`src/rtl/tdma_arb_pkg.sv`:
```
// Shared types, register indexes and address map for the TDMA bus arbiter.
// Used by tdma_shared_bus_arbiter_unit and its bench; depends on nothing else.
package tdma_arb_pkg;

   // Default number of requester counters held by the arbiter
   localparam int MAX_REQUESTERS_DEF = 8;

   // Field widths fixed by the interface
   localparam int REQUESTER_W = 3;
   localparam int ADDRESS_W   = 32;
   localparam int COUNT_W     = 4;
   localparam int LAT_W       = 16;
   localparam int REMAIN_W    = LAT_W + 1;
   localparam int CSR_ADDR_W  = 3;
   localparam int REQ_TDATA_W = 40;
   localparam int RSP_TDATA_W = 8;
   localparam int LAT_REGS    = 6;

   // Address map
   localparam logic [ADDRESS_W-1:0] DDR_LO    = 32'h8000_0000;
   localparam logic [ADDRESS_W-1:0] DDR_HI    = 32'h83FF_FFFF;
   localparam logic [ADDRESS_W-1:0] ONCHIP_LO = 32'h8539_0000;
   localparam logic [ADDRESS_W-1:0] ONCHIP_HI = 32'h8548_FFFF;
   localparam logic [ADDRESS_W-1:0] SRAM_LO   = 32'h8630_0000;
   localparam logic [ADDRESS_W-1:0] SRAM_HI   = 32'h863F_FFFF;

   // Idle marker of a requester's remaining count
   localparam logic [REMAIN_W-1:0] REMAIN_IDLE = '1;

   typedef enum logic [CSR_ADDR_W-1:0] {
      CSR_REQ_COUNT   = 3'd0,
      CSR_SLOT_LEN    = 3'd1,
      CSR_LD_DDR      = 3'd2,
      CSR_LD_ONCHIP   = 3'd3,
      CSR_LD_SRAM     = 3'd4,
      CSR_ST_DDR      = 3'd5,
      CSR_ST_ONCHIP   = 3'd6,
      CSR_ST_SRAM     = 3'd7
   } csr_index_type;

   typedef enum logic [1:0] {
      REGION_DDR    = 2'd0,
      REGION_ONCHIP = 2'd1,
      REGION_SRAM   = 2'd2,
      REGION_NONE   = 2'd3
   } region_type;

   // Decode a byte address into its memory region
   function automatic region_type region_of(input logic [ADDRESS_W-1:0] addr);
      region_type r;
      r = REGION_NONE;
      if (addr >= DDR_LO && addr <= DDR_HI) begin
         r = REGION_DDR;
      end else if (addr >= ONCHIP_LO && addr <= ONCHIP_HI) begin
         r = REGION_ONCHIP;
      end else if (addr >= SRAM_LO && addr <= SRAM_HI) begin
         r = REGION_SRAM;
      end
      return r;
   endfunction

endpackage

```
`src/rtl/tdma_shared_bus_arbiter_unit.sv`:
```
// TDMA shared bus arbiter: slot rotation, per-requester latency counters.
// Depends on tdma_arb_pkg for register indexes, widths and the address map.
//
//  channel | dir | handshake        | beat contents
//  req     | in  | tvalid / tready  | tuser: mode; tdata: requester, address, is_load
//  rsp     | out | tvalid / tready  | tdata: busy_res, unmapped, slot_owner
//  csr     | in  | wr_en, no wait   | addr: register index; wdata: value
//
// One beat per cycle sustained while the result is not stalled; a taken beat
// passes through the input register, then the result register, where its
// result is presented. The single read-modify-write of the owner's counter
// happens between those two registers.
// Reset (synchronous) idles every requester, hands the slot to requester 0
// and sets every register to 1. A stalled result holds the result register;
// the input register still takes one more beat behind it.
module tdma_shared_bus_arbiter_unit
   import tdma_arb_pkg::*;
#(
   parameter int MAX_REQUESTERS = MAX_REQUESTERS_DEF
) (
   input  logic                    clock,
   input  logic                    reset,
   // Request channel
   input  logic                    req_tvalid,
   output logic                    req_tready,
   input  logic [REQ_TDATA_W-1:0]  req_tdata,   // [2:0] requester, [34:3] address,
                                                // [35] is_load, [39:36] zero
   input  logic                    req_tuser,   // [0] mode: 0 tick, 1 busy query
   // Result channel
   output logic                    rsp_tvalid,
   input  logic                    rsp_tready,
   output logic [RSP_TDATA_W-1:0]  rsp_tdata,   // [0] busy_res, [1] unmapped,
                                                // [4:2] slot_owner, [7:5] zero
   // Register write port
   input  logic                    csr_wr_en,
   input  logic [CSR_ADDR_W-1:0]   csr_addr,
   input  logic [LAT_W-1:0]        csr_wdata
);

   localparam int OW   = (MAX_REQUESTERS > 1) ? $clog2(MAX_REQUESTERS) : 1;
   localparam int CW   = $clog2(MAX_REQUESTERS + 1);
   localparam int NW   = (CW > COUNT_W) ? CW : COUNT_W;
   localparam int CMPW = (OW > REQUESTER_W) ? OW : REQUESTER_W;

   // Next owner in rotation: (nxt mod n), nxt and n both small
   function automatic logic [OW-1:0] wrap_owner(input logic [OW:0] nxt,
                                                input logic [NW-1:0] n);
      int q;
      q = 0;
      for (int k = 1; k <= MAX_REQUESTERS; k++) begin
         if (k * int'(n) <= int'(nxt)) begin
            q = k;
         end
      end
      return OW'(int'(nxt) - q * int'(n));
   endfunction

   // Configuration registers
   logic [COUNT_W-1:0]   req_count_ff;
   logic [LAT_W-1:0]     slot_len_ff;
   logic [LAT_W-1:0]     lat_cfg_ff [LAT_REGS];

   // Arbiter state
   logic [REMAIN_W-1:0]  remain_ff [MAX_REQUESTERS];
   logic [REMAIN_W-1:0]  remain_in [MAX_REQUESTERS];
   logic [OW-1:0]        owner_ff, owner_in;
   logic [LAT_W-1:0]     slot_left_ff, slot_left_in;
   logic [LAT_W-1:0]     last_lat_ff, last_lat_in;

   // Input register
   logic                    in_valid_ff, in_valid_in;
   logic                    in_mode_ff;
   logic [REQUESTER_W-1:0]  in_req_ff;
   logic [ADDRESS_W-1:0]    in_addr_ff;
   logic                    in_load_ff;

   // Result register
   logic                    rsp_valid_ff, rsp_valid_in;
   logic                    rsp_busy_ff, rsp_busy_in;
   logic                    rsp_unm_ff, rsp_unm_in;
   logic [REQUESTER_W-1:0]  rsp_owner_ff, rsp_owner_in;

   logic                    fire;
   logic                    req_take;
   logic [NW-1:0]           n_active;
   logic [OW+REQUESTER_W-1:0] owner_ext;

   assign fire       = in_valid_ff && (!rsp_valid_ff || rsp_tready);
   assign req_tready = !in_valid_ff || fire;
   assign req_take   = req_tvalid && req_tready;

   // Clamp the requester count to the counters present
   always_comb begin
      if (NW'(req_count_ff) > NW'(MAX_REQUESTERS)) begin
         n_active = NW'(MAX_REQUESTERS);
      end else begin
         n_active = NW'(req_count_ff);
      end
   end

   // Process one beat against the owner's counter
   always_comb begin
      logic [REMAIN_W-1:0] cur;
      logic [REMAIN_W-1:0] cur_dec;
      logic [LAT_W-1:0]    lat_sel;
      logic [LAT_W-1:0]    slot_base;
      region_type          region;
      logic [OW-1:0]       owner_nxt;

      remain_in    = remain_ff;
      owner_in     = owner_ff;
      slot_left_in = slot_left_ff;
      last_lat_in  = last_lat_ff;
      rsp_busy_in  = rsp_busy_ff;
      rsp_unm_in   = rsp_unm_ff;
      owner_nxt    = owner_ff;
      cur          = remain_ff[owner_ff];
      cur_dec      = cur;
      slot_base    = slot_left_ff;
      region       = region_of(in_addr_ff);
      lat_sel      = '0;

      unique case (region)
         REGION_DDR:    lat_sel = in_load_ff ? lat_cfg_ff[0] : lat_cfg_ff[3];
         REGION_ONCHIP: lat_sel = in_load_ff ? lat_cfg_ff[1] : lat_cfg_ff[4];
         REGION_SRAM:   lat_sel = in_load_ff ? lat_cfg_ff[2] : lat_cfg_ff[5];
         REGION_NONE:   lat_sel = '0;
         default:       lat_sel = '0;
      endcase

      if (fire) begin
         rsp_busy_in = 1'b1;
         rsp_unm_in  = 1'b0;
         if (!in_mode_ff) begin
            // Tick: count down owner, then close the slot when it runs out
            rsp_busy_in = 1'b0;
            if ($signed(cur) > 0) begin
               cur_dec = cur - 1'b1;
            end
            remain_in[owner_ff] = cur_dec;
            if (slot_left_ff == '0) begin
               slot_base = slot_len_ff;
               if (n_active > NW'(1)) begin
                  if (cur_dec != REMAIN_IDLE) begin
                     remain_in[owner_ff] = {1'b0, last_lat_ff};
                  end
                  owner_nxt = wrap_owner({1'b0, owner_ff} + 1'b1, n_active);
                  owner_in  = owner_nxt;
               end
            end
            slot_left_in = slot_base - 1'b1;
         end else if (CMPW'(in_req_ff) == CMPW'(owner_ff)) begin
            // Query from the owner
            priority if (cur == '0) begin
               remain_in[owner_ff] = REMAIN_IDLE;
               rsp_busy_in         = 1'b0;
            end else if (cur != REMAIN_IDLE) begin
               rsp_busy_in = 1'b1;
            end else if (region == REGION_NONE) begin
               rsp_unm_in = 1'b1;
            end else begin
               remain_in[owner_ff] = {1'b0, lat_sel} - 1'b1;
               last_lat_in         = lat_sel - 1'b1;
            end
         end
      end
   end

   assign owner_ext    = {{REQUESTER_W{1'b0}}, owner_in};
   assign rsp_owner_in = fire ? owner_ext[REQUESTER_W-1:0] : rsp_owner_ff;

   // Handshake next values
   always_comb begin
      if (req_take) begin
         in_valid_in = 1'b1;
      end else if (fire) begin
         in_valid_in = 1'b0;
      end else begin
         in_valid_in = in_valid_ff;
      end
      if (fire) begin
         rsp_valid_in = 1'b1;
      end else if (rsp_tready) begin
         rsp_valid_in = 1'b0;
      end else begin
         rsp_valid_in = rsp_valid_ff;
      end
   end

   // Control and state registers
   always_ff @(posedge clock) begin
      if (reset) begin
         in_valid_ff  <= 1'b0;
         rsp_valid_ff <= 1'b0;
         owner_ff     <= '0;
         slot_left_ff <= '0;
         last_lat_ff  <= '0;
         for (int i = 0; i < MAX_REQUESTERS; i++) begin
            remain_ff[i] <= REMAIN_IDLE;
         end
      end else begin
         in_valid_ff  <= in_valid_in;
         rsp_valid_ff <= rsp_valid_in;
         owner_ff     <= owner_in;
         slot_left_ff <= slot_left_in;
         last_lat_ff  <= last_lat_in;
         remain_ff    <= remain_in;
      end
   end

   // Payload registers: capture request beat, hold result beat
   always_ff @(posedge clock) begin
      if (req_take) begin
         in_mode_ff <= req_tuser;
         in_req_ff  <= req_tdata[2:0];
         in_addr_ff <= req_tdata[34:3];
         in_load_ff <= req_tdata[35];
      end
      rsp_busy_ff  <= rsp_busy_in;
      rsp_unm_ff   <= rsp_unm_in;
      rsp_owner_ff <= rsp_owner_in;
   end

   // Configuration writes
   always_ff @(posedge clock) begin
      if (reset) begin
         req_count_ff <= COUNT_W'(1);
         slot_len_ff  <= LAT_W'(1);
         for (int i = 0; i < LAT_REGS; i++) begin
            lat_cfg_ff[i] <= LAT_W'(1);
         end
      end else if (csr_wr_en) begin
         unique case (csr_index_type'(csr_addr))
            CSR_REQ_COUNT: req_count_ff  <= csr_wdata[COUNT_W-1:0];
            CSR_SLOT_LEN:  slot_len_ff   <= csr_wdata;
            CSR_LD_DDR:    lat_cfg_ff[0] <= csr_wdata;
            CSR_LD_ONCHIP: lat_cfg_ff[1] <= csr_wdata;
            CSR_LD_SRAM:   lat_cfg_ff[2] <= csr_wdata;
            CSR_ST_DDR:    lat_cfg_ff[3] <= csr_wdata;
            CSR_ST_ONCHIP: lat_cfg_ff[4] <= csr_wdata;
            CSR_ST_SRAM:   lat_cfg_ff[5] <= csr_wdata;
            default:       req_count_ff  <= req_count_ff;
         endcase
      end
   end

   assign rsp_tvalid = rsp_valid_ff;
   assign rsp_tdata  = {3'b000, rsp_owner_ff, rsp_unm_ff, rsp_busy_ff};

endmodule

```
`config.mk`:
```
export PLATFORM = sky130hd
export DESIGN_NAME = tdma_shared_bus_arbiter_unit
export DESIGN_NICKNAME = d
export VERILOG_FILES = /design/src/rtl/tdma_arb_pkg.sv /design/src/rtl/tdma_shared_bus_arbiter_unit.sv
export SDC_FILE = /design/constraint.sdc
export NUM_CORES = 1
export LEC_CHECK = 0
export ABC_CLOCK_PERIOD_IN_PS = 10800
export BUFFER_PORTS_ARGS = -buffer_cell sky130_fd_sc_hd__buf_2
export CAP_MARGIN = 15
export CORE_UTILIZATION = 45
export CTS_BUF_LIST = sky130_fd_sc_hd__clkbuf_16
export CTS_CLUSTER_SIZE = 14
export DETAILED_ROUTE_END_ITERATION = 12
export PLACE_DENSITY = 0.6
export REMOVE_ABC_BUFFERS = 1
export SETUP_SLACK_MARGIN = 0.15
export SLEW_MARGIN = 0
export SYNTH_ARGS = -nofsm -noshare
export SYNTH_HDL_FRONTEND = slang
export SYNTH_SLANG_ARGS = --single-unit
export TNS_END_PERCENT = 5
```
`constraint.sdc`:
```
create_clock -name clock -period 10.8 [get_ports clock]
set_input_delay 0.54 -clock clock [delete_from_list [all_inputs] [get_ports clock]]
set_output_delay 0.54 -clock clock [all_outputs]
set_load 0.05 [all_outputs]
```
==> flow_summary_export.csv <==
group,metric,value,unit
global_routing,grt_busiest_layer,"met2",
floorplan,die_x,209.6,um
setup_path,cpMaxStageDelayCell,"dfxtp_2",
setup_path,cp.arrival,7570,ps
pwr,peakVddDrop,0.1280,mV
timing,setup_ws,3660,ps
min_path,hold_path_class,"input pin to flip-flop",
detailed_routing,finalWirelength,71440,um
clock_network,numCtsBuffers,39,
floorplan,std_cell_rows,75,
setup_path,crit_type,"flip-flop to flip-flop",
pwr,p_leak,7.767,nW
yosys,syn_avg_cell_area,9.301,sq um
layout,area_delta_synth_final,10.56,%
floorplan,fp.dieH,209.6,um
floorplan,initial_utilization,45.93,%
clock_network,cts_root_buf,"clkbuf_16",
flow_run,maxCapViolCount,0,
yosys,synthesis.area,19390,sq um
detailed_routing,viasPerCell,6.707,
yosys,ys_seq_area_share,41.29,%
setup_path,cp_slowest_stage_delay,820,ps
layout,fin_area,21440,sq um
global_routing,grt_use_met2,50.20,%
layout,fin_cells,2670,
setup_path,required,11230,ps
detailed_routing,dr.pass1.iters,7,
timing,period_share,66.11,%
place,placed_area,20180,sq um
yosys,synth-main-ff-cell,"dfxtp_1",
setup_path,crit_top_cell,"buf_4",
layout,regArea,8010,sq um
place,pre_cts_slack,3973,ps
timing,hold_slack,130.3,ps
yosys,synth_most_common_cell,"dfxtp_1",
yosys,synth_seq_cells,331,
layout,drive_gt1_share,12.39,%
global_routing,use_met1,41.87,%
detailed_routing,wl_per_cell,26.76,um
global_routing,first_global_vias,17160,
global_routing,grt_max_degree,100,
setup_path,crit_fanout,47,
yosys,synthTopCellsByCount,"dfxtp_1, nand2_1, nor2_1, a21oi_1, edfxtp_1",
timing,fmax,0.1401,GHz
clock_network,hold_buffers,0,
yosys,yosysWarnings,0,
timing,final.setup_skew,15.41,ps
global_routing,grt_pass1_wl,107500,um
yosys,synth.distinct_cells,100,
detailed_routing,drcViolationCount,0,
timing,layout_min_cycle_time,7140,ps
detailed_routing,ant_nets,0,
floorplan,num_io_pins,75,
clock_network,cts-htree-levels,2,
yosys,async_reset_ff_share,0,%
timing,setup_viol,0,
status,status,"complete, no violations",
yosys,synthCells,2085,
detailed_routing,vias,17910,
layout,fillers,3943,
yosys,synth_edf_count,138,
clock_network,cts_buffer_depth,3,
place,place_congestion,0.9487,
global_routing,gr-usage-met3,7.706,%
clock_network,worstSkewPairLatency,590,ps
place,port_buffers,67,
setup_path,path_cells,"buf_4 -> mux4_2 -> mux2i_1 -> ha_1 -> nand4_2 -> nor4_4 -> buf_4 -> nor2_1 -> buf_4 -> a221o_2 -> buf_4 -> a21oi_1 -> o21ai_1 -> a221oi_1 -> o21ai_0",
place,hpwl,46410,um
layout,multi_input_area,10610,sq um
pwr,totalPowerFinal,3.476,mW
global_routing,grt_remaining_overflow,0,
global_routing,antenna_found_initial,0,
timing,worst_pin_slew,1221,ps
detailed_routing,drtIter0Drc,2359,
clock_network,tritoncts,"done",
layout,antenna_cells,0,
yosys,synth_top_cell_by_area,"edfxtp_1",
setup_path,cp-start-kind,"flip-flop",
clock_network,postCtsSetupRepairBufs,0,
yosys,synth_top_area_share,21.37,%
pwr,powerDensity,162.1,nW/um^2
timing,rsz0062_at_grt,"no",
layout,utilization,50.78,%
setup_path,end_kind,"flip-flop",
floorplan,dieArea,43930,sq um
place,place_inst,2598,
timing,maxSlewViolCount,0,
timing,hold_viol_final,0,
clock_network,clock_sinks,331,
timing,tns,0,ps
clock_network,path_clk_slew,60,ps
timing,relSlewSlack,18.07,%
clock_network,cts_resized,0,
yosys,synthTopCellsByArea,"edfxtp_1, dfxtp_1, mux2i_1",
layout,nets,2210,
global_routing,gr-usage-all-layers,32.47,%
floorplan,core-area,42230,sq um
worst max-delay path, delay by kind of cell (launching register included):
family	cells	cell delay, ps
buf+inv	4	1710
compound gates	5	2050
simple gates	3	680
fa+ha+maj	1	440
mux	2	1210
flops	1	820
layout make-up:
| class | instances | area share, % |
|---|---|---|
| multi-input cells | 1570 | 49.50 |
| clock inverters | 33 | 1.336 |
| repair buffers | 120 | 3.449 |
| clock buffers | 39 | 4.552 |
| flip-flops and latches | 331 | 37.36 |
| inverters | 38 | 0.6652 |
| well taps | 539 | 3.145 |
power breakdown:
group	switching, mW	internal (mW)	total (mW)
clock network	0.564	0.759	1.32
logic	0.520	0.243	0.763
registers	0.0320	1.36	1.39
total	1.12	2.36	3.48
worst paths after layout:
check | cells after the start | slack [ps] | endpoint | from
setup / recovery | 15 | 3660 | remain_ff[122]$_SDFFE_PP1P_ | owner_ff[2]$_SDFF_PP0_
hold / removal | 1 | 130 | in_req_ff[2]$_DFFE_PP_ | req_tdata[2]
setup reg to reg | 15 | 3660 | remain_ff[122]$_SDFFE_PP1P_ | owner_ff[2]$_SDFF_PP0_
hold reg to reg | 2 | 460 | slot_len_ff[1]$_SDFFE_PP0P_ | slot_len_ff[1]$_SDFFE_PP0P_
cells in the final DEF (no fill, tap or decap), types with 28 or more instances in the layout:
master,count
dfxtp_1,191
nand2_1,177
nor2_1,152
a21oi_1,139
edfxtp_1,138
o21ai_0,107
and2_1,103
mux2i_1,92
buf_2,66
nand3_1,55
buf_4,53
inv_1,44
nor3_1,41
clkbuf_16,39
a22oi_1,38
ha_1,38
a221o_1,37
nand4_1,28
o21ai_1,28
a211oi_1,28
metal layers:
metal | routed length, um | share of wire, % | vias to the layer above
met5 | 0 | 0 | -
met4 | 4330 | 6.1 | 0
met3 | 7315 | 10 | 237
met2 | 31390 | 44 | 1004
met1 | 28400 | 40 | 8679
li1 | - | - | 7989
cells by family after synthesis:
kind of cell | after synthesis | synth area share (%)
and+or+nand+nor | 704 | 18.48
muxes | 119 | 7.148
other | 1 | 0.01934
AOI/OAI and AO/OA | 667 | 24.25
DFF | 331 | 41.29
buffers and inverters | 186 | 4.200
xor gates and xnor gates | 32 | 1.445
adders and majority gates | 45 | 3.174
Note: power is estimated with default switching activity, not from simulation.
